$ cat config.mk
export PLATFORM = sky130hd
export DESIGN_NAME = pafc_cell
export DESIGN_NICKNAME = d
export VERILOG_FILES = /design/src/sv/pafc_pkg.sv /design/src/sv/pafc_cell.sv
export SDC_FILE = /design/constraint.sdc
export NUM_CORES = 1
export LEC_CHECK = 0
export ABC_AREA = 0
export BUFFER_PORTS_ARGS = -buffer_cell sky130_fd_sc_hd__buf_2
export CELL_PAD_IN_SITES_DETAIL_PLACEMENT = 0
export CELL_PAD_IN_SITES_GLOBAL_PLACEMENT = 1
export CORE_MARGIN = 2
export CORE_UTILIZATION = 45
export DETAILED_ROUTE_END_ITERATION = 16
export GPL_TIMING_DRIVEN = 1
export HOLD_SLACK_MARGIN = 0.12
export PLACE_DENSITY_LB_ADDON = 0.1
export RECOVER_POWER = 25
export SLEW_MARGIN = 20
export SYNTH_ARGS = -nofsm -noshare
export SYNTH_HDL_FRONTEND = slang
export SYNTH_SLANG_ARGS = --single-unit
$ cat constraint.sdc
create_clock -name clk -period 7.9 [get_ports clk]
set_input_delay 1.185 -clock clk [delete_from_list [all_inputs] [get_ports clk]]
set_output_delay 1.185 -clock clk [all_outputs]
set_load 0.03 [all_outputs]
$ cat src/sv/pafc_pkg.sv
package pafc_pkg;

    localparam int COMPONENT_BITS_DEF = 24;
    localparam int ANGLE_BITS_DEF     = 16;
    localparam int ITERATIONS_DEF     = 16;
    localparam int GUARD_BITS         = 16;
    localparam int ZW                 = 32;
    localparam int TABLE_SIZE         = 24;

    typedef enum logic [2:0]
    {
        KIND_CORDIC,
        KIND_QUARTER,
        KIND_THREE_QUARTER,
        KIND_ZERO,
        KIND_HALF
    } kind_t;

    // atan(2^-i) in units of 2^-32 turn
    function automatic logic [ZW-1:0] step_angle(input int idx);
        logic [ZW-1:0] a;
        begin
            case (idx)
                0:       a = 32'h2000_0000;
                1:       a = 32'h12E4_051E;
                2:       a = 32'h09FB_385B;
                3:       a = 32'h0511_11D4;
                4:       a = 32'h028B_0D43;
                5:       a = 32'h0145_D7E1;
                6:       a = 32'h00A2_F61E;
                7:       a = 32'h0051_7C55;
                8:       a = 32'h0028_BE53;
                9:       a = 32'h0014_5F2F;
                10:      a = 32'h000A_2F98;
                11:      a = 32'h0005_17CC;
                12:      a = 32'h0002_8BE6;
                13:      a = 32'h0001_45F3;
                14:      a = 32'h0000_A2FA;
                15:      a = 32'h0000_517D;
                16:      a = 32'h0000_28BE;
                17:      a = 32'h0000_145F;
                18:      a = 32'h0000_0A30;
                19:      a = 32'h0000_0518;
                20:      a = 32'h0000_028C;
                21:      a = 32'h0000_0146;
                22:      a = 32'h0000_00A3;
                23:      a = 32'h0000_0051;
                default: a = '0;
            endcase
            return a;
        end
    endfunction

endpackage

$ cat src/sv/pafc_cell.sv
module pafc_cell
    import pafc_pkg::*;
#(
    parameter int W     = COMPONENT_BITS_DEF + GUARD_BITS + 3,
    parameter int STAGE = 0
)
(
    input  logic                clk,
    input  logic                rst_n,
    input  logic                in_valid,
    output logic                in_ready,
    input  logic signed [W-1:0] in_x,
    input  logic signed [W-1:0] in_y,
    input  logic [ZW-1:0]       in_z,
    input  kind_t               in_kind,
    output logic                out_valid,
    input  logic                out_ready,
    output logic signed [W-1:0] out_x,
    output logic signed [W-1:0] out_y,
    output logic [ZW-1:0]       out_z,
    output kind_t               out_kind
);

    localparam logic [ZW-1:0] STEP = step_angle(STAGE);

    logic                valid_reg;
    logic signed [W-1:0] x_reg;
    logic signed [W-1:0] y_reg;
    logic [ZW-1:0]       z_reg;
    kind_t               kind_reg;

    logic signed [W-1:0] x_next;
    logic signed [W-1:0] y_next;
    logic [ZW-1:0]       z_next;
    logic signed [W-1:0] dx;
    logic signed [W-1:0] dy;

    assign in_ready = !valid_reg || out_ready;

    always_comb
    begin
        dx = in_y >>> STAGE;
        dy = in_x >>> STAGE;
        if (!in_y[W-1])
        begin
            x_next = in_x + dx;
            y_next = in_y - dy;
            z_next = in_z + STEP;
        end
        else
        begin
            x_next = in_x - dx;
            y_next = in_y + dy;
            z_next = in_z - STEP;
        end
    end

    always_ff @(posedge clk or negedge rst_n)
    begin
        if (!rst_n)
        begin
            valid_reg <= 1'b0;
        end
        else if (in_ready)
        begin
            valid_reg <= in_valid;
        end
    end

    always_ff @(posedge clk)
    begin
        if (in_ready && in_valid)
        begin
            x_reg    <= x_next;
            y_reg    <= y_next;
            z_reg    <= z_next;
            kind_reg <= in_kind;
        end
    end

    assign out_valid = valid_reg;
    assign out_x     = x_reg;
    assign out_y     = y_reg;
    assign out_z     = z_reg;
    assign out_kind  = kind_reg;

endmodule

# Yosys cells after proc, flatten, opt, wreduce, memory -nomap -nowiden
# Index checks and enable logic that the tools add are counted.
# classes
add_sub_neg	5
mux	3
reduce_logical	3
# ops
cell	n
$mux W43	2
$sub A43 B43 Y43	2
$add A43 B43 Y43	1
$add A32 B30 Y32 const B	1
$mux W32	1
$sub A32 B30 Y32 const B	1
$logic_and A1 B1 Y1	1
$logic_not A1 Y1	1
$logic_or A1 B1 Y1	1
# totals
ff_bits	122
wordCells	16
output_inout_bits	123
inputBits	125

# Depth between registers and ports, before layout
# depth
ltp_word	3
ltp_mapped	13
depth_no_buf	12

# Least setup slack after synthesis
# No wires, ideal clock.
# synth_timing
kind	input-to-reg
startpoint	input out_ready
endpoint	register kind_reg[0], in the netlist out_kind[0] (enable)
path_buffers	0
setup_time_ps	493
required_time_ps	7407
slack_ps	3079
arrival_time_ps	4328
path_stages	2
path_cell_list	nand2b_1 > and2_1
# synth_via
elab_chain_cells	2
# synth_lines
element	line	text
start, declared	pafc_cell.sv:17	input logic out_ready,
$logic_or A1 B1 Y1	pafc_cell.sv:38	assign in_ready = !valid_reg || out_ready;
$logic_and A1 B1 Y1	pafc_cell.sv:72	if (in_ready && in_valid)
end signal, assigned	pafc_cell.sv:77	kind_reg <= in_kind;
end, declared	pafc_cell.sv:30	kind_t kind_reg;
# Every way passes these cells.
# A chain may end at the register's enable or synchronous reset.

# Worst setup path in the final report
# layout_timing
startpoint	input out_ready
endpoint	register x_reg[14], in the netlist out_x[14] (enable)
# layout_via
elab_chain_cells	2
# layout_lines
element	line	text
$logic_or A1 B1 Y1	pafc_cell.sv:38	
$logic_and A1 B1 Y1	pafc_cell.sv:72	
end signal, assigned	pafc_cell.sv:74	x_reg <= x_next;
end, declared	pafc_cell.sv:27	logic signed [W-1:0] x_reg;
# Every way passes these cells.

==> flow_summary.ini <==
[global_routing]
first_global_vias = 10600
grt_antenna_before_repair = 0
grt-ovfl-total = 0
grt_max_degree = 81
grt_pass1_wl_mm = 61.5
grt_usage = 0.297

[yosys]
syn-num-nets = 1628
async_flop_share = 0.00826
ys_seq_area_frac = 0.312
synth_edf_count = 120
synth_seq_cells = 121
ys.flop_type = edfxtp_1
syn_area_per_cell_um2 = 8.48
synth_cell_types = 80
syn_inst = 1373
ys_warn_count = 0
syn_area_um2 = 11600

[timing]
fin_skew_ns = 0.00658
rsz0062_at_grt = false
timing.final.crit_share = 0.574
hold_slack_ns = 0.514
setup_viol = 0
slew_viol_final = 94
setup_tns_ns = 0
fmax_mhz = 221
slew_headroom = -1.01
fin_crit_ns = 4.53
hold_viol = 0
worst_pin_slew_ns = 3.02

[setup_path]
end_kind = flop
crit_chain = buf_2, nand2b_1, and2_0, buf_4
cp_data_arrival_time_ns = 4.58
required_ns = 7.95
r2r_start = out_valid
critPathSlowestCell = and2_0
cp_max_fo = 79
r2r_setup_slack_ns = 3.84
critPathBufInv = 2
path_delay_family = simple AND/OR/NAND/NOR gates
r2r-end = out_x[14]
startpoint_type = primary input
slowest_delay_ns = 2.10
critPathKind = primary input to flop
r2r_cells = 3

[finish]
stdcell_count = 1929
mostFrequentLayoutCell = buf_2
syn2layout_area_growth_pct = 16.9
finalNetCount = 1841
diodes = 0
nFillCells = 2451
drive_above_1_share = 0.189
fin_util = 0.537
final_cell_mix = buf_2 (232), a21oi_1 (167), inv_1 (131)

[floorplanning]
die-area_um2 = 27200
die_y_um = 165
boundaryPins = 248
core-area_um2 = 25300
num_rows = 58
die_w_um = 165
start_util = 0.460

[routing]
drt_iter0_drc = 1140
drt_first_pass_iters = 5
ant_nets = 0
avgRoutedWirePerCell_um = 21.1
via_per_inst = 5.87
drc_errors = 0
drt_wl_total_mm = 40.7
vias = 11300

[worst_hold_path]
hold_class = primary input to async pin

[clock_network]
clock_path_buffers = 2
cts_resized = 0
cts_setup_buffers = 0
numCtsBuffers = 17
worstSkewPairLatency_ns = 0.43
clockRootBuffer = clkbuf_16
hold_buffers = 0
path_clk_slew_ns = 0.07
cts_tree = done
cts.htree.levels = 4
cts.sinks = 121

[power_and_ir_drop]
power_frac_seq = 0.319
p_clk_frac = 0.310
ir_drop_mv = 0.136
p_leak_uw = 0.00586
swShare = 0.406
p_sw_uw = 1040
powerDensity_nw_per_um2 = 189
comb_power_share = 0.370
internal_power_uw = 1520

[placement]
gp_congestion = 0.982
portBuffers = 247
dp.final_hpwl_mm = 31.8
dp.cells = 1897

[outcome]
violations = capacitance limit, slew limit
outcome = finished, violations left

[flow_run]
maxCapViolCount = 2
## Yosys cell counts (7+ instances only)
library cell,instances,area [um^2]
ha_1,126,1580
and3_1,9,56.3
nor2_1,117,439
buf_1,8,30.0
buf_2,18,90.1
o211ai_1,16,120
edfxtp_1,120,3600
or2_2,8,50.1
o21ai_1,10,50.1
xor2_1,8,70.1
a2111oi_0,7,61.3
nor4_1,15,93.8
a211oi_1,20,150
clkbuf_1,26,97.6
and2_1,7,43.8
a21o_1,19,143
nand3_1,20,100
xnor2_1,73,639
inv_2,8,30.0
nand4_1,18,113
nand2_1,85,319
mux2i_1,17,170
o31ai_1,13,97.6
a21oi_1,167,836
o21ai_0,100,500
o21bai_1,20,150
a221oi_1,8,70.1
nand2b_1,14,87.6
inv_1,131,492
nor3_1,26,130
a31oi_1,9,56.3
o21a_1,18,135
nor2b_1,18,113
## layer usage
layer	vias up	global-route usage	wire, um
met4	0	0.0672	674
met1	5355	0.438	19200
li1	5386	-	-
met5	-	0	0
met2	533	0.447	17300
met3	43	0.0603	3450
## worst max-delay path by stage
stage / to / depth (start not counted) / slack, ns / from
detailed placement: out_x[41] / 11 / 3.13 / in_x[6]
CTS: out_x[41] / 11 / 3.55 / in_x[6]
finish: out_x[14] / 4 / 3.37 / out_ready
global route: out_x[14] / 4 / 2.92 / out_ready
floorplan: out_kind[0] / 2 / 3.08 / out_ready
global placement: out_x[41] / 11 / 3.05 / in_x[6]
## power by group through the flow
stage                     registers [uW]  clock network, uW  logic, uW
after global placement               832                  0        929
after detailed placement             832                  0        930
after CTS                            819                810        937
after floorplan                      965                  0        515
after global routing                 827                835       1030
final                                820                797        951
## state kept, by name, indices dropped and copies added (netlist names)
signal,flops
out_y,42
out_valid,1
out_kind,3
out_x,43
out_z,32
## worst register-to-register path: stages, from the launching register on
cell,delay (ns)
dfrtp_1,0.37
nand2b_1,0.10
and2_0,2.10
buf_4,1.02
## kinds of logic after synthesis
| group | Yosys count | synth area share |
|---|---|---|
| buf+inv | 197 | 0.0671 |
| flops | 121 | 0.312 |
| mux | 17 | 0.0146 |
| compound gates | 470 | 0.255 |
| fa+ha+maj | 130 | 0.142 |
| xor+xnor | 81 | 0.0609 |
| simple gates | 357 | 0.148 |
## per-stage QoR
step / cell area (um^2) / setup slack [ns] / power, uW
after floorplan: 11600 / 3.08 / 1480
after global placement: 13100 / 3.05 / 1760
after detailed placement: 13100 / 3.13 / 1760
after CTS: 13600 / 3.55 / 2570
after global routing: 13600 / 2.92 / 2690
final: 13600 / 3.37 / 2570
## final cells by class
class                      instances  area, um^2  area share
clock inverter                    15         145      0.0107
timing repair buffer             250        1240      0.0911
tap                              330         413      0.0303
inverter                         141         529      0.0389
clock buffer                      17         425      0.0312
sequential                       121        3630       0.267
multi-input combinational       1055        7230       0.531
Power figures use the tool's default switching activity.
