## src/sv/pafc_pkg.sv

```systemverilog
package pafc_pkg;

    localparam int COMPONENT_BITS_DEF = 24;
    localparam int ANGLE_BITS_DEF     = 16;
    localparam int ITERATIONS_DEF     = 16;
    localparam int GUARD_BITS         = 16;
    localparam int ZW                 = 32;
    localparam int TABLE_SIZE         = 24;

    typedef enum logic [2:0]
    {
        KIND_CORDIC,
        KIND_QUARTER,
        KIND_THREE_QUARTER,
        KIND_ZERO,
        KIND_HALF
    } kind_t;

    // atan(2^-i) in units of 2^-32 turn
    function automatic logic [ZW-1:0] step_angle(input int idx);
        logic [ZW-1:0] a;
        begin
            case (idx)
                0:       a = 32'h2000_0000;
                1:       a = 32'h12E4_051E;
                2:       a = 32'h09FB_385B;
                3:       a = 32'h0511_11D4;
                4:       a = 32'h028B_0D43;
                5:       a = 32'h0145_D7E1;
                6:       a = 32'h00A2_F61E;
                7:       a = 32'h0051_7C55;
                8:       a = 32'h0028_BE53;
                9:       a = 32'h0014_5F2F;
                10:      a = 32'h000A_2F98;
                11:      a = 32'h0005_17CC;
                12:      a = 32'h0002_8BE6;
                13:      a = 32'h0001_45F3;
                14:      a = 32'h0000_A2FA;
                15:      a = 32'h0000_517D;
                16:      a = 32'h0000_28BE;
                17:      a = 32'h0000_145F;
                18:      a = 32'h0000_0A30;
                19:      a = 32'h0000_0518;
                20:      a = 32'h0000_028C;
                21:      a = 32'h0000_0146;
                22:      a = 32'h0000_00A3;
                23:      a = 32'h0000_0051;
                default: a = '0;
            endcase
            return a;
        end
    endfunction

endpackage

```

## src/sv/pafc_post.sv

```systemverilog
module pafc_post
    import pafc_pkg::*;
#(
    parameter int ANGLE_BITS = ANGLE_BITS_DEF
)
(
    input  logic                clk,
    input  logic                rst_n,
    input  logic                signed_output,
    input  logic                in_valid,
    output logic                in_ready,
    input  logic [ZW-1:0]       in_z,
    input  kind_t               in_kind,
    output logic                out_valid,
    input  logic                out_ready,
    output logic [ANGLE_BITS:0] out_phase
);

    localparam logic [ZW-1:0]         ROUND   = ZW'(1) << (ZW - 1 - ANGLE_BITS);
    localparam logic [ANGLE_BITS-1:0] QUARTER = ANGLE_BITS'(1) << (ANGLE_BITS - 2);
    localparam logic [ANGLE_BITS-1:0] HALF    = ANGLE_BITS'(1) << (ANGLE_BITS - 1);
    localparam logic [ANGLE_BITS:0]   FULL    = (ANGLE_BITS + 1)'(1) << ANGLE_BITS;

    logic                valid_reg;
    logic [ANGLE_BITS:0] phase_reg;
    logic [ANGLE_BITS:0] phase_next;
    logic [ZW-1:0]       z_round;
    logic [ANGLE_BITS-1:0] angle;

    assign in_ready = !valid_reg || out_ready;

    always_comb
    begin
        z_round = in_z + ROUND;
        case (in_kind)
            KIND_CORDIC:        angle = z_round[ZW-1 -: ANGLE_BITS];
            KIND_QUARTER:       angle = QUARTER;
            KIND_THREE_QUARTER: angle = QUARTER | HALF;
            KIND_ZERO:          angle = '0;
            KIND_HALF:          angle = HALF;
            default:            angle = '0;
        endcase
        if (signed_output && (angle > HALF))
            phase_next = {1'b0, angle} - FULL;
        else
            phase_next = {1'b0, angle};
    end

    always_ff @(posedge clk or negedge rst_n)
    begin
        if (!rst_n)
        begin
            valid_reg <= 1'b0;
        end
        else if (in_ready)
        begin
            valid_reg <= in_valid;
        end
    end

    always_ff @(posedge clk)
    begin
        if (in_ready && in_valid)
        begin
            phase_reg <= phase_next;
        end
    end

    assign out_valid = valid_reg;
    assign out_phase = phase_reg;

endmodule

```

## config.mk

```make
export PLATFORM = sky130hd
export DESIGN_NAME = pafc_post
export DESIGN_NICKNAME = d
export VERILOG_FILES = /design/src/sv/pafc_pkg.sv /design/src/sv/pafc_post.sv
export SDC_FILE = /design/constraint.sdc
export NUM_CORES = 1
export LEC_CHECK = 0
export BUFFER_PORTS_ARGS = -buffer_cell sky130_fd_sc_hd__buf_2
export CAP_MARGIN = 25
export CORE_MARGIN = 2
export CORE_UTILIZATION = 40
export DETAILED_ROUTE_END_ITERATION = 16
export PLACE_DENSITY = 0.76
export SLEW_MARGIN = 20
export SYNTH_ARGS = -nofsm -noshare
export SYNTH_HDL_FRONTEND = slang
export SYNTH_SLANG_ARGS = --single-unit
```

## constraint.sdc

```tcl
create_clock -name clk -period 1.2 [get_ports clk]
set_input_delay 0.06 -clock clk [delete_from_list [all_inputs] [get_ports clk]]
set_output_delay 0.06 -clock clk [all_outputs]
set_load 0.01 [all_outputs]
```

Word-level counts from Yosys, hierarchy flattened
Index checks and enable logic that the tools add are counted.
- bits of input ports: 40
- flip-flop bits (word level): 18
- word-level logic and storage cells: 16
- output and inout port bits: 19
- order comparisons: 1
- $add $sub $neg: 2
- mux-type cells: 2
- equality and inequality tests: 3
- reductions and logical operators: 5
- operators with widths (operator ; number):
    $pmux W16 S4 ; 1
    $add A32 B16 Y32 const B ; 1
    $sub A16 B17 Y17 const B ; 1
    $gt A16 B16 Y1 const B ; 1
    $mux W16 ; 1
    $eq A3 B1 Y1 const B ; 1
    $eq A3 B2 Y1 const B ; 1
    $eq A3 B3 Y1 const B ; 1
    $logic_not A3 Y1 ; 1
    $logic_and A1 B1 Y1 ; 2
    $logic_not A1 Y1 ; 1
    $logic_or A1 B1 Y1 ; 1

Logic depth before layout (Yosys ltp)
Gate-level depths: netlist of run 1.
- depth after elaboration: 5
- gate-level depth with buffers: 7
- mapped depth without buffers: 7

Worst setup path after synthesis of run 1
Ideal clock, no wire load.
- path type: input to register
- start: in in_z[15]
- end: reg phase_reg[16], in the netlist out_phase[16] (data pin)
- slack: -0.490 ns
- path buffers: 0
- required time: 0.928 ns
- arrival time: 1.418 ns
- cell stages on the path: 7
- setup time: 0.272 ns
- path through: ha_1 > nand3_4 > or2_4 > o31a_1 > o41a_1 > nand2_1 > a31oi_1
- word-level cells in the longest chain between the ends: 4
- elaborated cells between the ends (all ways): 5
- classes of those cells: add/sub: 2; order compare: 1; mux: 1; reduce/logical: 1
- RTL lines (item ; line ; source):
    from (decl) ; pafc_post.sv:12 ; input logic [ZW-1:0] in_z,
    $add A32 B16 Y32 * ; pafc_post.sv:34 ; z_round = in_z + ROUND;
    $pmux W16 S4 * ; pafc_post.sv:35 ; case (in_kind)
    named net angle[15] ; pafc_post.sv:28 ; logic [ANGLE_BITS-1:0] angle;
    $gt A16 B16 Y1 ; pafc_post.sv:43 ; if (signed_output && (angle > HALF))
    $logic_and A1 B1 Y1 ; pafc_post.sv:43 ;
    to (signal assigned) ; pafc_post.sv:65 ; phase_reg <= phase_next;
    to (decl) ; pafc_post.sv:25 ; logic [ANGLE_BITS:0] phase_reg;
Mark *: on every way through the listed nets, which the timed path passes. The rest lies on a longest branch.
A chain may end at the register's enable or synchronous reset.

Worst setup path in the final report of run 1
- start: in in_z[22]
- end: reg phase_reg[16], in the netlist out_phase[16] (data pin)
- word-level cells in the longest chain between the ends: 4
- elaborated cells between the ends (all ways): 5
- classes of those cells: add/sub: 2; order compare: 1; mux: 1; reduce/logical: 1
- RTL lines (item ; line):
    $add A32 B16 Y32 * ; pafc_post.sv:34
    $pmux W16 S4 * ; pafc_post.sv:35
    $gt A16 B16 Y1 ; pafc_post.sv:43
    $logic_and A1 B1 Y1 ; pafc_post.sv:43
Every way passes the cells marked *; elsewhere a longest branch is shown, timed or not.

==> results_dict.tcl, run 1 <==
set metrics [dict create \
    core-area_sq_um 2686 \
    clk_pin_slew_ns 0.09 \
    setup_slack_ns -0.1911 \
    period_needed_ns 1.391 \
    dp_hpwl_mm 2.227 \
    synth_area_leaders "edfxtp_1 (46%), xnor2_1 (7.9%), nor2_1 (4.4%)" \
    hp-class "primary input to async pin" \
    worst_ep_arrival_time_ns 1.44 \
    power.density_nw_per_um2 772.6 \
    grt_max_degree 18 \
    grt_pass1_wl_mm 4.664 \
    grt_pass1_vias 1098 \
    antenna_found_initial 0 \
    die_area_sq_um 3215 \
    synth_cell_types 35 \
    viasPerCell 5.111 \
    finalSetupViolations 2 \
    tns_ns -0.2481 \
    synthTopCellsByCount "edfxtp_1 (17), nor2_1 (13), nand2_1 (11)" \
    irDropWorstVdd_mv 0.6415 \
    whs_ns 0.05371 \
    crit_fanout 7 \
    fp.dieH_microns 56.71 \
    ys.flop_type "edfxtp_1" \
    antenna_left 0 \
    setup.worst_path.end_class "flop" \
    ys_seq_elements 18 \
    yosys_warnings 0 \
    status "finished with violations" \
    syn_nets 152 \
    synth_top_area_share_pct 45.95 \
    async_flop_share_pct 5.556 \
    die_x_microns 56.71 \
    clock_latency_ns 0.30 \
    slew_viol_final 0 \
    routed_wirelength_mm 3.067 \
    violations "setup timing" \
    crit_path_start_kind "primary input" \
    relSlewSlack_pct 79.70 \
    drtIter0Drc 43 \
    h-tree-depth 1 \
    synth.most_common_cell "edfxtp_1" \
    hold_viol_final 0 \
    max-clock-path-buffers 2 \
    gp_congestion 0.8135 \
    cts_made_buffers 3 \
    drc 0 \
    root_buffer "clkbuf_4" \
    grt.total_usage_pct 18.45 \
    grt_setup_unrepaired "true" \
    layout.nets 245 \
    num_vias 1196 \
    crit_type "primary input to flop" \
    maxCapViolations 0 \
    clkSinkCount 18 \
    synthToLayoutAreaGrowth_pct 65.54 \
    globalRouteOverflowTotal 0 \
    skew_ns 0.001722 \
    drt-pass1-iter-count 4 \
    wl_per_cell_microns 13.11 \
    drive_gt1_share_pct 53.69 \
    synth_area_leader_cell "edfxtp_1" \
    synth_cells 111 \
    n_antenna_cell 0 \
    cp_data_required_time_ns 1.25 \
    synth_edf_count 17 \
    io_buffers 43 \
    leakagePower_nw 0.7958 \
    synthesis.area_sq_um 1111 \
    avgSynthCellArea_sq_um 10.01 \
    cts_tree "yes" \
    fmax_mhz 718.8 \
    dpl_worst_slack_ns -0.5940 \
    io_pins 59 \
    period_share_pct 115.9 \
    start_util_pct 41.36 \
    worstMarginPinSlew_ns 0.3013 \
    rows 19 \
    yosysSeqAreaShare_pct 48.20 \
]
## repair_timing
item	in CTS	in global routing
pin swaps	2	4
hold buffers	2	0
hold endpoints to repair	2	0
buffers inserted	2	0
gates resized for setup	9	9
endpoints found under the setup margin	3	3
## cells in the final DEF, fill, tap and decap left out, types with 2 or more instances in the layout
master and instances:
a21oi_1 5, a31oi_1 4, buf_2 41, buf_4 44, buf_8 2, clkbuf_4 3
dlygate4sd3_1 2, edfxtp_1 17, inv_1 5, nand2_1 11, nand2b_1 3, nand3_1 4
nand3_4 2, nand4_1 4, nor2_1 12, nor3_1 3, nor3_2 2, nor4_2 3
xnor2_1 10, xor2_1 2
## worst max-delay path: stages
cell and delay, ns:
buf_2 0.09, buf_4 0.14, and4_2 0.26, nand4_1 0.17, o211ai_1 0.27, nand3b_1 0.12, nor4_2 0.22, a31oi_1 0.11
## cell families (layout without fill, tap and decap cells)
group | count (synthesis) | after routing | share of synthesized area [%]
AOI/OAI and AO/OA | 15 | 15 | 9.122
xor gates and xnor gates | 12 | 12 | 9.459
adders and majority gates | 1 | 1 | 1.126
buffers and inverters | 7 | 99 | 2.703
DFF | 18 | 18 | 48.20
muxes | 1 | 1 | 0.9009
and+or+nand+nor | 57 | 57 | 28.49
## power by group
group / leakage, nW / switching [mW] / internal [mW]
sequential: 0.180 / 0.00715 / 0.723
clock: 0.0150 / 0.179 / 0.130
combinational: 0.601 / 0.185 / 0.197
## path summary, 6_finish.rpt
check	from	endpoint	slack, ns	depth (start not counted)
hold / removal	rst_n	out_valid	0.05	2
setup reg to reg	out_valid	out_phase[1]	0.11	2
max in group asynchronous	rst_n	out_valid	1.06	2
min in group clk	out_ready	out_valid	0.07	3
setup / recovery	in_z[22]	out_phase[16]	-0.19	8
hold reg to reg	out_valid	out_valid	0.56	2
## state kept, by name, summed over array words and instances (netlist names)
name,cells
out_phase,17
out_valid,1
## layout make-up
cell class,count,area (sq um)
inverters,5,18.77
flip-flops and latches,18,535.5
clock buffers,4,26.28
multi-input cells,86,623.1
fillers,188,847.1
repair buffers,90,596.8
well taps,31,38.79
## metrics by stage
stage	instance area [sq um]	power [mW]	std cells	utilization (%)
after CTS	1793	1.410	234	66.74
after floorplan	1134	0.8815	111	-
after detailed placement	1692	1.090	226	62.97
after global routing	1839	1.490	234	68.47
after global placement	1692	1.077	226	62.97
final	1839	1.421	234	68.47
## metal layers
| metal | GRT usage [%] | part of all wire (%) | up-vias | wire (microns) |
|---|---|---|---|---|
| met5 | 0 | 0 | - | 0 |
| met3 | 2.535 | 5.2 | 7 | 160 |
| met4 | 10.54 | 2.4 | 0 | 73 |
| li1 | - | - | 592 | - |
| met1 | 21.64 | 41 | 551 | 1266 |
| met2 | 31.89 | 51 | 46 | 1566 |
Note: power is estimated with default switching activity, not from simulation.
==> inputs of run 2 (changes only) <==
--- a/config.mk
+++ b/config.mk
@@ -10,7 +10,9 @@
 export CORE_MARGIN = 2
 export CORE_UTILIZATION = 40
 export DETAILED_ROUTE_END_ITERATION = 16
+export GPL_TIMING_DRIVEN = 0
 export PLACE_DENSITY = 0.76
+export SKIP_CTS_REPAIR_TIMING = 1
 export SLEW_MARGIN = 20
 export SYNTH_ARGS = -nofsm -noshare
 export SYNTH_HDL_FRONTEND = slang
==> results_dict.tcl, run 2 (synthesized netlist as in run 1, its figures left out) <==
set metrics [dict create \
    crit_fanout 5 \
    regToRegStartpoint "out_valid" \
    grt_max_degree 18 \
    viasPerCell 5.085 \
    critPathSlowestCell "o41a_1" \
    clkSinkCount 18 \
    worst_ep_arrival_time_ns 1.45 \
    period_needed_ns 1.431 \
    antenna_found_initial 0 \
    crit_buf_inv 1 \
    grt_setup_unrepaired "true" \
    drive_gt1_share_pct 41.42 \
    final_common_cell "buf_2" \
    relSlewSlack_pct 57.58 \
    tns_ns -0.4133 \
    grt.total_usage_pct 13.54 \
    die_area_sq_um 3215 \
    hp-start "out_ready" \
    m1WireLength_mm 1.039 \
    critPathMaxStageDelay_ns 0.40 \
    drtIter0Drc 31 \
    globalRouteOverflowTotal 0 \
    hold_viol_final 0 \
    wl_per_cell_microns 11.91 \
    rows 19 \
    layout_common_cells "buf_2 (36), edfxtp_1 (17), nor2_1 (12), buf_4 (12)" \
    layout.nets 211 \
    cts_tree "yes" \
    finalSetupViolations 3 \
    fmax_mhz 698.8 \
    worstMarginPinSlew_ns 0.6315 \
    slew_viol_final 0 \
    num_vias 1017 \
    crit_type "primary input to flop" \
    dp_hpwl_mm 1.765 \
    crit_path_start_kind "primary input" \
    fin_util_pct 58.55 \
    start_util_pct 41.36 \
    whs_path_depth 3 \
    hp-class "primary input to flop" \
    n_antenna_cell 0 \
    cts_made_buffers 3 \
    whs_ns 0.09033 \
    timing.rr.end "out_phase[5]" \
    antenna_left 0 \
    drc 0 \
    period_share_pct 119.2 \
    rrSetupSlack_ns 0.11 \
    min_to "out_valid" \
    max-clock-path-buffers 2 \
    largest_reg_flops 17 \
    clock_latency_ns 0.28 \
    io_pins 59 \
    h-tree-depth 1 \
    cp_data_required_time_ns 1.22 \
    io_buffers 42 \
    fp.dieH_microns 56.71 \
    synthToLayoutAreaGrowth_pct 41.55 \
    routed_wirelength_mm 2.381 \
    die_x_microns 56.71 \
    power.density_nw_per_um2 837.6 \
    status "finished with violations" \
    setup.worst_path.end_class "flop" \
    irDropWorstVdd_mv 0.5762 \
    r2r.worst_path.cells 2 \
    drt-pass1-iter-count 4 \
    skew_ns 0.001793 \
    grt_pass1_wl_mm 3.532 \
    crit_chain "buf_4, nand4_1, or3_4, o31a_1, o41a_1, nand2_1, a31oi_1" \
    leakagePower_nw 0.6188 \
    root_buffer "clkbuf_4" \
    violations "setup timing" \
    wl_met2_mm 1.193 \
    dr_wl_met3_microns 113 \
    dpl_worst_slack_ns -0.6746 \
    top_layer "met4" \
    maxCapViolations 0 \
    cp_top_family "compound AO/OA/AOI/OAI gates" \
    setup_slack_ns -0.2310 \
    gp_congestion 0.8027 \
    core-area_sq_um 2686 \
    clk_pin_slew_ns 0.09 \
    grt_pass1_vias 859 \
]
-- run 2: changes by cell type in the layout (fill, tap and decap cells not counted), moves of 2 or more --
cell / previous run / this run
nor4_2: 3 / 1
buf_4: 44 / 12
nor3_1: 3 / 5
nor4_1: 1 / 3
buf_2: 41 / 36
-- run 2: report_power, final --
group	switching (mW)	total, mW	internal, mW
logic	0.161	0.304	0.143
clock network	0.155	0.284	0.129
registers	0.00692	0.730	0.723
-- run 2: final cells by class --
type | count | area, sq um
buffer | 2 | 18.77
sequential | 18 | 535.5
fill | 240 | 1114
timing repair buffer | 54 | 342.8
tap | 31 | 38.79
inverter | 5 | 18.77
multi-input combinational | 86 | 591.8
clock buffer | 4 | 26.28
-- run 2: worst max-delay path by stage --
stage | startpoint | end | slack [ns] | depth (start not counted)
final | in_z[23] | out_phase[16] | -0.23 | 7
after global routing | in_z[23] | out_phase[16] | -0.29 | 7
after CTS | in_z[16] | out_phase[16] | -0.37 | 8
after detailed placement | in_z[16] | out_phase[16] | -0.67 | 8
after global placement | in_z[16] | out_phase[16] | -0.63 | 8
after floorplan | in_z[22] | out_phase[16] | -0.41 | 7
-- run 2: worst register-to-register path: cells and delay by family (launching register included) --
kind / cells / cell delay (ns)
flip-flops: 1 / 0.39
AND/OR/NAND/NOR: 2 / 0.40
-- run 2: per-stage QoR --
step / power, mW / instances / cell area [sq um]
floorplan: 0.8815 / 111 / 1134
global placement: 0.9944 / 184 / 1383
detailed placement: 1.002 / 184 / 1383
CTS: 1.279 / 188 / 1409
global route: 1.377 / 200 / 1573
finish: 1.317 / 200 / 1573
-- run 2: routing by layer --
layer,GRT usage (%),up-vias
li1,-,529
met1,17.60,455
met2,22.76,29
met3,1.152,4
met4,6.122,0
met5,0,-
