## config.mk

```make
export PLATFORM = sky130hd
export DESIGN_NAME = pafc_pre
export DESIGN_NICKNAME = d
export VERILOG_FILES = /design/src/sv/pafc_pkg.sv /design/src/sv/pafc_pre.sv
export SDC_FILE = /design/constraint.sdc
export NUM_CORES = 1
export LEC_CHECK = 0
export BUFFER_PORTS_ARGS = -buffer_cell sky130_fd_sc_hd__buf_4
export CAP_MARGIN = 10
export CORE_MARGIN = 10
export CORE_UTILIZATION = 46
export DETAILED_ROUTE_END_ITERATION = 12
export PLACE_DENSITY = 0.81
export RECOVER_POWER = 100
export SYNTH_ARGS = -nofsm -noshare
export SYNTH_HDL_FRONTEND = slang
export SYNTH_SLANG_ARGS = --single-unit
```

## constraint.sdc

```tcl
create_clock -name clk -period 2.7 [get_ports clk]
set_input_delay 0.405 -clock clk [delete_from_list [all_inputs] [get_ports clk]]
set_output_delay 0.405 -clock clk [all_outputs]
set_load 0.02 [all_outputs]
```

## src/sv/pafc_pkg.sv

```systemverilog
package pafc_pkg;

    localparam int COMPONENT_BITS_DEF = 24;
    localparam int ANGLE_BITS_DEF     = 16;
    localparam int ITERATIONS_DEF     = 16;
    localparam int GUARD_BITS         = 16;
    localparam int ZW                 = 32;
    localparam int TABLE_SIZE         = 24;

    typedef enum logic [2:0]
    {
        KIND_CORDIC,
        KIND_QUARTER,
        KIND_THREE_QUARTER,
        KIND_ZERO,
        KIND_HALF
    } kind_t;

    // atan(2^-i) in units of 2^-32 turn
    function automatic logic [ZW-1:0] step_angle(input int idx);
        logic [ZW-1:0] a;
        begin
            case (idx)
                0:       a = 32'h2000_0000;
                1:       a = 32'h12E4_051E;
                2:       a = 32'h09FB_385B;
                3:       a = 32'h0511_11D4;
                4:       a = 32'h028B_0D43;
                5:       a = 32'h0145_D7E1;
                6:       a = 32'h00A2_F61E;
                7:       a = 32'h0051_7C55;
                8:       a = 32'h0028_BE53;
                9:       a = 32'h0014_5F2F;
                10:      a = 32'h000A_2F98;
                11:      a = 32'h0005_17CC;
                12:      a = 32'h0002_8BE6;
                13:      a = 32'h0001_45F3;
                14:      a = 32'h0000_A2FA;
                15:      a = 32'h0000_517D;
                16:      a = 32'h0000_28BE;
                17:      a = 32'h0000_145F;
                18:      a = 32'h0000_0A30;
                19:      a = 32'h0000_0518;
                20:      a = 32'h0000_028C;
                21:      a = 32'h0000_0146;
                22:      a = 32'h0000_00A3;
                23:      a = 32'h0000_0051;
                default: a = '0;
            endcase
            return a;
        end
    endfunction

endpackage

```

## src/sv/pafc_pre.sv

```systemverilog
module pafc_pre
    import pafc_pkg::*;
#(
    parameter int COMPONENT_BITS = COMPONENT_BITS_DEF,
    parameter int W              = COMPONENT_BITS_DEF + GUARD_BITS + 3
)
(
    input  logic                      clk,
    input  logic                      rst_n,
    input  logic                      in_valid,
    output logic                      in_ready,
    input  logic [COMPONENT_BITS-1:0] re,
    input  logic [COMPONENT_BITS-1:0] im,
    output logic                      out_valid,
    input  logic                      out_ready,
    output logic signed [W-1:0]       out_x,
    output logic signed [W-1:0]       out_y,
    output logic [ZW-1:0]             out_z,
    output kind_t                     out_kind
);

    localparam int EXT = W - COMPONENT_BITS - GUARD_BITS;

    logic                valid_reg;
    logic signed [W-1:0] x_reg;
    logic signed [W-1:0] y_reg;
    logic [ZW-1:0]       z_reg;
    kind_t               kind_reg;

    logic signed [W-1:0] x_next;
    logic signed [W-1:0] y_next;
    logic [ZW-1:0]       z_next;
    kind_t               kind_next;
    logic signed [W-1:0] x_scaled;
    logic signed [W-1:0] y_scaled;
    logic                re_neg;

    assign in_ready = !valid_reg || out_ready;

    always_comb
    begin
        re_neg   = re[COMPONENT_BITS-1];
        x_scaled = {{EXT{re[COMPONENT_BITS-1]}}, re, {GUARD_BITS{1'b0}}};
        y_scaled = {{EXT{im[COMPONENT_BITS-1]}}, im, {GUARD_BITS{1'b0}}};
        if (re_neg)
        begin
            x_next = -x_scaled;
            y_next = -y_scaled;
            z_next = {1'b1, {(ZW-1){1'b0}}};
        end
        else
        begin
            x_next = x_scaled;
            y_next = y_scaled;
            z_next = '0;
        end
        // axis cases bypass the rotation result
        if (re == '0)
            kind_next = im[COMPONENT_BITS-1] ? KIND_THREE_QUARTER : KIND_QUARTER;
        else if (im == '0)
            kind_next = re_neg ? KIND_HALF : KIND_ZERO;
        else
            kind_next = KIND_CORDIC;
    end

    always_ff @(posedge clk or negedge rst_n)
    begin
        if (!rst_n)
        begin
            valid_reg <= 1'b0;
        end
        else if (in_ready)
        begin
            valid_reg <= in_valid;
        end
    end

    always_ff @(posedge clk)
    begin
        if (in_ready && in_valid)
        begin
            x_reg    <= x_next;
            y_reg    <= y_next;
            z_reg    <= z_next;
            kind_reg <= kind_next;
        end
    end

    assign out_valid = valid_reg;
    assign out_x     = x_reg;
    assign out_y     = y_reg;
    assign out_z     = z_reg;
    assign out_kind  = kind_reg;

endmodule

```

Word-level counts from Yosys, hierarchy flattened
Cells that the tools add are included.
{ "word_totals": {"reg_bits": 122, "inputBits": 52, "out_inout_bits": 123, "word_cells": 21} }
{ "op_classes": {"n_addsub": 2, "muxes": 7, "reduce_logical": 5} }
{ "op_table": {"columns": ["op", "count"], "rows": [
  ["$neg A40 Y43", 2],
  ["$logic_not A24 Y1", 2],
  ["$mux W43", 1],
  ["$mux W39", 1],
  ["$mux W32", 1],
  ["$mux W3", 3],
  ["$mux W2", 1],
  ["$logic_and A1 B1 Y1", 1],
  ["$logic_not A1 Y1", 1],
  ["$logic_or A1 B1 Y1", 1]
]} }

Logic depth before layout (Yosys ltp)
Gate-level depths: netlist (run 1).
{ "logic_depth": {"word_depth": 3, "depth_mapped": 7, "mapped_depth_nobuf": 6} }

Worst setup path before layout (run 1)
Ideal clock, no wire load.
{ "synth_path": {"kind": "reg2reg", "start": "reg valid_reg, in the netlist out_valid", "end": "reg kind_reg[0], in the netlist out_kind[0], enable pin", "setup_time_ps": 422, "t_arrival_ps": 2116, "required_ps": 2278, "setup_slack_ps": 162, "stages_incl_launch_ff": 3, "n_path_buf": 0, "period_less_slack_ps": 2538, "path_cell_list": "dfrtp_1 nand2b_1 and2_1"} }
{ "synth_between": {"elab_chain_cells": 3} }
{ "synth_lines": {"columns": ["item", "line_no", "source"], "rows": [
  ["from (decl)", "pafc_pre.sv:24", "logic valid_reg;"],
  ["from (signal assigned)", "pafc_pre.sv:74", "valid_reg <= in_valid;"],
  ["$logic_not A1 Y1", "pafc_pre.sv:38", "assign in_ready = !valid_reg || out_ready;"],
  ["$logic_or A1 B1 Y1", "pafc_pre.sv:38", null],
  ["net in_ready", "pafc_pre.sv:11", "output logic in_ready,"],
  ["$logic_and A1 B1 Y1", "pafc_pre.sv:80", "if (in_ready && in_valid)"],
  ["to (signal assigned)", "pafc_pre.sv:85", "kind_reg <= kind_next;"],
  ["to (decl)", "pafc_pre.sv:28", "kind_t kind_reg;"]
]} }
The timed path passes the listed nets, and every way through them passes these cells.
A chain may end at the register's enable or synchronous reset.

Worst setup path after layout (run 1)
{ "layout_path": {"start": "in im[5]", "end": "reg y_reg[41], in the netlist out_y[41], data pin"} }
{ "layout_between": {"elab_chain_cells": 2} }
{ "layout_lines": {"columns": ["item", "line_no", "source"], "rows": [
  ["from (decl)", "pafc_pre.sv:13", "input logic [COMPONENT_BITS-1:0] im,"],
  ["$neg A40 Y43", "pafc_pre.sv:48", "y_next = -y_scaled;"],
  ["$mux W43", "pafc_pre.sv:45", "if (re_neg)"],
  ["net y_next[41]", "pafc_pre.sv:31", "logic signed [W-1:0] y_next;"],
  ["to (signal assigned)", "pafc_pre.sv:83", "y_reg <= y_next;"],
  ["to (decl)", "pafc_pre.sv:26", "logic signed [W-1:0] y_reg;"]
]} }
The timed path passes the listed nets, and every way through them passes these cells.

==> impl_metrics.json, run 1 <==
{
  "grt_pass1_wl_um": 13100,
  "worst_pin_slew_ns": 1.43,
  "fin_crit_ns": 2.21,
  "maxSlewHeadroom_pct": 4.66,
  "drv_slew": 0,
  "rows": 31,
  "io_buffers": 111,
  "start_kind": "primary input",
  "ys_ff_latch": 59,
  "drcViolationCount": 0,
  "synthesis.area_um2": 3440,
  "synth_ff_type": "edfxtp_1",
  "max_stage_delay_ns": 0.65,
  "die_area_um2": 11300,
  "async_flop_share_pct": 1.69,
  "synth_top_family_by_area": "buffers and inverters",
  "io_pins": 175,
  "grt_pass1_vias": 2693,
  "track_usage_pct": 14.5,
  "critPathKind": "in2reg",
  "yosys.area.top_type": "edfxtp_1",
  "synthSimpleGateAreaFrac_pct": 12.4,
  "clk_latency_ns": 0.33,
  "worstPathArrival_ns": 2.27,
  "synth_cell_types": 37,
  "period_share_pct": 81.8,
  "grt_overflow_total": 0,
  "finalSetupTns_ns": 0,
  "worstPathRequired_ns": 2.76,
  "p_per_area_nw_per_um2": 567,
  "antenna_found_initial": 0,
  "syn_to_final_growth_pct": 17.6,
  "vias": 2445,
  "fin_nets": 464,
  "start_util_pct": 47.4,
  "cp_slowest_cell": "o41ai_1",
  "leakage_nw": 1.47,
  "cts.reportedPaths.clkPinSlew_ns": 0.06,
  "setup_violations": 0,
  "synthXorXnorAreaFrac_pct": 10.9,
  "via_per_inst": 4.76,
  "post-synth-top-count-cell": "buf_4",
  "ys_seq_area_share_pct": 51.4,
  "cts_htree_levels": 3,
  "die-height_um": 106,
  "synth-compound-area-share_pct": 9.06,
  "hold_class": "in2reg",
  "num_antenna_cells": 0,
  "drt.antenna.violating_nets": 0,
  "cts.sinks": 59,
  "hold_viol": 0,
  "crit_path_end_kind": "flip-flop",
  "synth_area_leaders": "edfxtp_1, buf_4, xnor2_1",
  "cts_root_buf": "clkbuf_8",
  "drt_first_iter_violations": 97,
  "grt_max_degree": 59,
  "synth-edff-count": 58,
  "fin_cells": 514,
  "place_inst": 497,
  "peakVddDrop_mv": 0.219,
  "totalWireLength_um": 8690,
  "cts_tree": "built",
  "placed_area_um2": 4150,
  "wl_per_cell_um": 16.9,
  "fmax_mhz": 453,
  "drt_pass1_iterations": 4,
  "run_status": "completed",
  "gp_congestion": 0.817,
  "fp.dieW_um": 106,
  "cap_violations": 0,
  "fin_area_um2": 4040,
  "synthAdderAreaFrac_pct": 0.728,
  "synth_top_area_share_pct": 50.6,
  "clock_skew_ns": 0.00834,
  "final_core_util_pct": 55.8,
  "synthMuxAreaShare_pct": 0,
  "cts.path.max_buffers": 2,
  "core_um2": 7250,
  "cts_made_buffers": 9,
  "cp_max_fo": 9,
  "drive_above_1_share_pct": 16.1,
  "synth_commonest_cells": "buf_4, edfxtp_1, xnor2_1",
  "rsz0062_at_grt": "no",
  "synth.avg_cell_area_um2": 11.7,
  "worstPathCellList": "clkbuf_1 > nor4_1 > nand4b_1 > o41ai_1 > o21ai_0",
  "syn_inst": 293,
  "yosys_warnings": 0,
  "hpwlAfterDp_um": 6640
}
critical path, delay by kind of cell:
kind	cells	cell delay [ns]
AO/OA/AOI/OAI	2	0.78
buffers and inverters	1	0.17
AND/OR/NAND/NOR	2	0.91
cell families (layout without fill, tap and decap cells):
group                      after synthesis  count (layout)
buffers and inverters                   77             134
other                                    1              66
and+or+nand+nor                         69              69
AOI/OAI and AO/OA                       42              42
xor gates and xnor gates                43              43
adders and majority gates                2               2
DFF                                     59              59
where the power goes:
group | internal [mW] | switching (mW)
combinational | 0.135 | 0.318
clock | 0.410 | 0.319
sequential | 1.09 | 0.0174
layout by cell type, fill, tap and decap left out, drive strengths merged, types with 6 or more instances in the layout:
cell type,count
o31ai,14
xnor2,43
conb,66
o41ai,11
o21ai,14
edfxtp,58
nand2b,6
nor4,8
buf,44
clkbuf,83
nand2,18
nor2,9
state kept, by name, summed over array words and instances (netlist names):
signal,count
out_y,27
out_z,1
out_x,27
out_valid,1
out_kind,3
layer usage:
layer | share of wire (%) | vias up | GRT usage, %
met4 | 1.8 | 0 | 7.06
met2 | 48 | 127 | 23.9
li1 | - | 1167 | -
met3 | 8.9 | 13 | 5.07
met5 | 0 | - | 0
met1 | 42 | 1138 | 16.3
path summary, 6_finish.rpt:
path | from | endpoint | slack [ns] | cells after the start
min in group asynchronous | rst_n | out_valid | 0.41 | 2
worst min-delay path | in_valid | out_valid | 0.27 | 2
worst max register to register | out_valid | out_y[28] | 0.59 | 3
worst min register to register | out_valid | out_valid | 0.54 | 2
worst max-delay path | im[5] | out_y[41] | 0.49 | 5
max in group asynchronous | rst_n | out_valid | 2.21 | 2
stage by stage:
step	total power, mW	hold slack [ns]	setup slack [ns]
6_report	2.29	0.274	0.491
5_1_grt	2.39	0.285	0.356
4_1_cts	2.36	0.260	0.671
3_5_place_dp	1.64	0.181	0.324
3_3_place_gp	1.62	0.180	0.511
2_1_floorplan	1.49	0.109	0.162
layout make-up:
cell class,count,area (um2)
fillers,683,3210
flip-flops and latches,59,1770
multi-input cells,222,1350
repair buffers,113,601
clock buffers,15,176
well taps,99,124
inverters,5,18.8
clock inverters,1,7.51
repair_timing:
item,4_1_cts,5_1_grt
hold buffers,1,0
resized for setup,0,0
hold endpoints to repair,1,0
buffers inserted,0,0
Note: power is estimated with default switching activity, not from simulation.
==> run 2: changes to the inputs <==
--- a/config.mk
+++ b/config.mk
@@ -8,9 +8,9 @@
 export BUFFER_PORTS_ARGS = -buffer_cell sky130_fd_sc_hd__buf_4
 export CAP_MARGIN = 10
 export CORE_MARGIN = 10
-export CORE_UTILIZATION = 46
+export CORE_UTILIZATION = 42
 export DETAILED_ROUTE_END_ITERATION = 12
-export PLACE_DENSITY = 0.81
+export PLACE_DENSITY = 0.78
 export RECOVER_POWER = 100
 export SYNTH_ARGS = -nofsm -noshare
 export SYNTH_HDL_FRONTEND = slang
==> constraint.sdc (replaced) <==
create_clock -name clk -period 1.95 [get_ports clk]
set_input_delay 0.2925 -clock clk [delete_from_list [all_inputs] [get_ports clk]]
set_output_delay 0.2925 -clock clk [all_outputs]
set_load 0.02 [all_outputs]
==> impl_metrics.json, run 2 (synthesis results as in run 1) <==
{
  "final_core_util_pct": 53.4,
  "run_status": "completed",
  "leakage_nw": 1.58,
  "hold_class": "in2reg",
  "track_usage_pct": 13.2,
  "num_antenna_cells": 0,
  "rsz0062_at_grt": "no",
  "gp_congestion": 0.881,
  "max_stage_delay_ns": 0.60,
  "fmax_mhz": 557,
  "die-height_um": 110,
  "use_met3_pct": 3.78,
  "fin_nets": 478,
  "wl_per_cell_um": 16.7,
  "grt_max_degree": 59,
  "grt.met2_usage_pct": 21.2,
  "cts_root_buf": "clkbuf_8",
  "vias": 2563,
  "via_per_inst": 4.83,
  "cts_htree_levels": 3,
  "grt_overflow_total": 0,
  "syn_to_final_growth_pct": 21.9,
  "core_um2": 7850,
  "io_buffers": 111,
  "drv_slew": 0,
  "cap_violations": 0,
  "crit_path_end_kind": "flip-flop",
  "final_common_cell": "conb_1",
  "drt.antenna.violating_nets": 0,
  "hold_viol": 0,
  "start_kind": "primary input",
  "drt_first_iter_violations": 166,
  "layout_common_cells": "conb_1, clkbuf_1, edfxtp_1, buf_4, xnor2_1",
  "period_share_pct": 92.1,
  "cts_made_buffers": 9,
  "cts.reportedPaths.clkPinSlew_ns": 0.07,
  "hpwlAfterDp_um": 6860,
  "setup_slack_ns": 0.154,
  "worstPathArrival_ns": 1.87,
  "path_buf_inv": 3,
  "dp_slack_ns": -0.190,
  "critPathKind": "in2reg",
  "p_per_area_nw_per_um2": 779,
  "rows": 32,
  "setup_violations": 0,
  "cp_max_fo": 7,
  "antenna_found_initial": 0,
  "totalWireLength_um": 8850,
  "cts.sinks": 59,
  "grt_pass1_vias": 2706,
  "post_cts_buffers": 0,
  "worstPathCellList": "clkbuf_4 > inv_1 > ha_1 > or4b_1 > buf_4 > o31ai_1 > xnor2_1",
  "clock_skew_ns": 0.00516,
  "clk_latency_ns": 0.33,
  "fp.dieW_um": 110,
  "drcViolationCount": 0,
  "busiest_layer": "met2",
  "cp_slowest_cell": "or4b_1",
  "met1_usage_pct": 16.3,
  "drt_pass1_iterations": 5,
  "io_pins": 175,
  "worstPathRequired_ns": 2.03,
  "start_util_pct": 43.8,
  "cts_tree": "built",
  "grt_pass1_wl_um": 13300,
  "worst_pin_slew_ns": 0.988,
  "drive_above_1_share_pct": 20.5,
  "fin_crit_ns": 1.80,
  "die_area_um2": 12200,
  "cp_top_family": "simple AND/OR/NAND/NOR gates",
  "peakVddDrop_mv": 0.288,
  "cts.path.max_buffers": 2,
  "maxSlewHeadroom_pct": 34.2
}
-- run 2: worst reg2reg max path: cells and delay by family (launching register included) --
family,cells,cell delay (ns)
buffers and inverters,1,0.64
DFF,1,0.39
and+or+nand+nor,2,0.27
-- run 2: worst paths after layout --
path,from,endpoint,slack (ns),cells past startpoint
min reg2reg,out_valid,out_valid,0.56,2
max reg2reg,out_valid,out_y[18],0.26,3
max,im[1],out_y[38],0.15,7
min in group asynchronous,rst_n,out_valid,0.28,2
min,in_valid,out_valid,0.15,2
max in group asynchronous,rst_n,out_valid,1.59,2
-- run 2: where the power goes --
group | leakage (nW) | internal [mW] | switching, mW
Sequential | 0.566 | 1.51 | 0.0253
Combinational | 0.920 | 0.202 | 0.447
Clock | 0.0950 | 0.584 | 0.499
Total | 1.58 | 2.30 | 0.972
-- run 2: per-stage QoR --
stage	cells	hold WS [ns]	power [mW]	TNS, ns	cell area, um2
finish	531	0.148	3.27	0	4190
global route	531	0.146	3.41	0	4190
CTS	531	0.140	3.36	0	4460
detailed placement	514	0.0685	2.28	-1.47	4260
global placement	514	0.0681	2.26	-0.286	4260
floorplan	358	-0.00309	2.06	0	3680
-- run 2: area by class of cell --
class	count	area [um2]
Inverter	5	18.8
Multi-Input combinational cell	222	1380
Sequential cell	59	1770
Fill cell	756	3650
Clock buffer	9	124
Clock inverter	7	68.8
Timing Repair Buffer	127	709
Tap cell	102	128
-- run 2: timing repair --
item | in CTS | in global routing
gates resized for setup | 0 | 0
hold buffers | 1 | 0
endpoints found under the hold margin | 1 | 0
-- run 2: metal layers --
metal	vias up	wire length (um)
met2	162	4070
met3	15	529
met4	0	195
met1	1185	4050
li1	1201	-
met5	-	0
==> run 3: changes to the inputs <==
--- a/config.mk
+++ b/config.mk
@@ -8,9 +8,9 @@
 export BUFFER_PORTS_ARGS = -buffer_cell sky130_fd_sc_hd__buf_4
 export CAP_MARGIN = 10
 export CORE_MARGIN = 10
-export CORE_UTILIZATION = 42
+export CORE_UTILIZATION = 50
 export DETAILED_ROUTE_END_ITERATION = 12
-export PLACE_DENSITY = 0.78
+export PLACE_DENSITY = 0.87
 export RECOVER_POWER = 100
 export SYNTH_ARGS = -nofsm -noshare
 export SYNTH_HDL_FRONTEND = slang
==> constraint.sdc (replaced) <==
create_clock -name clk -period 2.3 [get_ports clk]
set_input_delay 0.345 -clock clk [delete_from_list [all_inputs] [get_ports clk]]
set_output_delay 0.345 -clock clk [all_outputs]
set_load 0.02 [all_outputs]
==> impl_metrics.json, run 3 (synthesis results as in run 1) <==
{
  "via_per_inst": 5.08,
  "grt_max_degree": 59,
  "drv_slew": 0,
  "fin_nets": 465,
  "whs_ns": 0.224,
  "cts_root_buf": "clkbuf_8",
  "multiInputGateArea_um2": 1380,
  "syn_to_final_growth_pct": 19.1,
  "share_seq_of_total_power_pct": 45.2,
  "cp_slowest_cell": "buf_2",
  "fillers": 554,
  "total_power_mw": 2.88,
  "worstPathCellList": "nand2b_1 > and2_2 > buf_2",
  "wl_per_cell_um": 17.8,
  "run_status": "completed",
  "io_buffers": 111,
  "placed_area_um2": 4140,
  "layout_common_cells": "conb_1, clkbuf_1, edfxtp_1, buf_4, xnor2_1",
  "start_kind": "flip-flop",
  "die_area_um2": 10600,
  "gp_congestion": 0.831,
  "crit_path_end_kind": "flip-flop",
  "maxSlewHeadroom_pct": 14.7,
  "cts_tree": "built",
  "hold_viol": 0,
  "seq_area_um2": 1770,
  "timing.rr.start": "out_valid",
  "cts_made_buffers": 9,
  "hold_class": "in2reg",
  "path_depth": 3,
  "rsz0062_at_grt": "no",
  "num_antenna_cells": 0,
  "crit_end": "out_y[25]",
  "grt_pass1_wl_um": 13200,
  "clock_skew_ns": 0.00509,
  "max_stage_delay_ns": 0.95,
  "drcViolationCount": 0,
  "die-height_um": 103,
  "p_clk_share_pct": 35.9,
  "path_buf_inv": 1,
  "peakVddDrop_mv": 0.278,
  "vias": 2518,
  "leakage_nw": 1.55,
  "final_core_util_pct": 60.6,
  "start_util_pct": 50.9,
  "fp.dieW_um": 103,
  "cap_violations": 0,
  "drt_pass1_iterations": 4,
  "post_cts_buffers": 0,
  "setup_slack_ns": 0.289,
  "clk_latency_ns": 0.33,
  "drive_above_1_share_pct": 17.5,
  "rows": 30,
  "fin_cells": 496,
  "core_um2": 6760,
  "intPower_mw": 2.08,
  "cp_max_fo": 58,
  "cts_resized": 0,
  "dp_slack_ns": 0.111,
  "worstPathRequired_ns": 2.24,
  "cp_top_family": "buffers and inverters",
  "setup_violations": 0,
  "crit_start": "out_valid",
  "critPathKind": "reg2reg",
  "fmax_mhz": 497,
  "place_inst": 479,
  "track_usage_pct": 16.0,
  "reg2reg_setup_slack_ns": 0.29,
  "sw_frac_of_total_pct": 27.8,
  "io_pins": 175,
  "totalWireLength_um": 8850,
  "hpwlAfterDp_um": 6920,
  "grt_pass1_vias": 2715,
  "fin_area_um2": 4100,
  "rr_worst_depth": 3,
  "cts.path.max_buffers": 2,
  "cts.reportedPaths.clkPinSlew_ns": 0.06,
  "worst_pin_slew_ns": 1.28,
  "p_per_area_nw_per_um2": 703,
  "cts_htree_levels": 3,
  "period_share_pct": 87.4,
  "antenna_found_initial": 0,
  "p_sw_mw": 0.800,
  "drt.antenna.violating_nets": 0,
  "fin_crit_ns": 2.01,
  "cts.sinks": 59,
  "ctsHoldBuffers": 1,
  "grt_overflow_total": 0,
  "finalSetupTns_ns": 0,
  "reg2reg_to": "out_y[25]",
  "drt_first_iter_violations": 207,
  "combPwrFrac_pct": 18.8,
  "worstPathArrival_ns": 1.95
}
-- run 3: metal layers --
layer / vias up / wire, um / GRT usage [%]
li1: 1172 / - / -
met1: 1176 / 3340 / 17.4
met2: 155 / 4460 / 28.6
met3: 15 / 870 / 4.29
met4: 0 / 176 / 6.63
met5: - / 0 / 0
-- run 3: worst min-delay path by stage --
stage | to | cells past startpoint | slack (ns) | from
3_3_place_gp | out_valid | 1 | 0.12 | rst_n
2_1_floorplan | out_valid | 0 | 0.05 | rst_n
4_1_cts | out_y[16] | 1 | 0.21 | im[0]
6_report | out_valid | 2 | 0.22 | in_valid
5_1_grt | out_valid | 2 | 0.22 | in_valid
3_5_place_dp | out_valid | 1 | 0.12 | rst_n
-- run 3: area by class of cell --
class | count | share of cell area (%)
Clock buffer | 11 | 3.45
Clock inverter | 5 | 1.89
Inverter | 5 | 0.458
Multi-Input combinational cell | 222 | 33.8
Sequential cell | 59 | 43.1
Tap cell | 80 | 2.44
Timing Repair Buffer | 114 | 14.9
-- run 3: power groups by stage --
stage	clock [mW]	combinational, mW	sequential, mW
4_1_cts	1.05	0.602	1.30
5_1_grt	1.10	0.585	1.31
2_1_floorplan	0	0.332	1.42
3_3_place_gp	0	0.582	1.32
6_report	1.04	0.542	1.30
3_5_place_dp	0	0.599	1.33
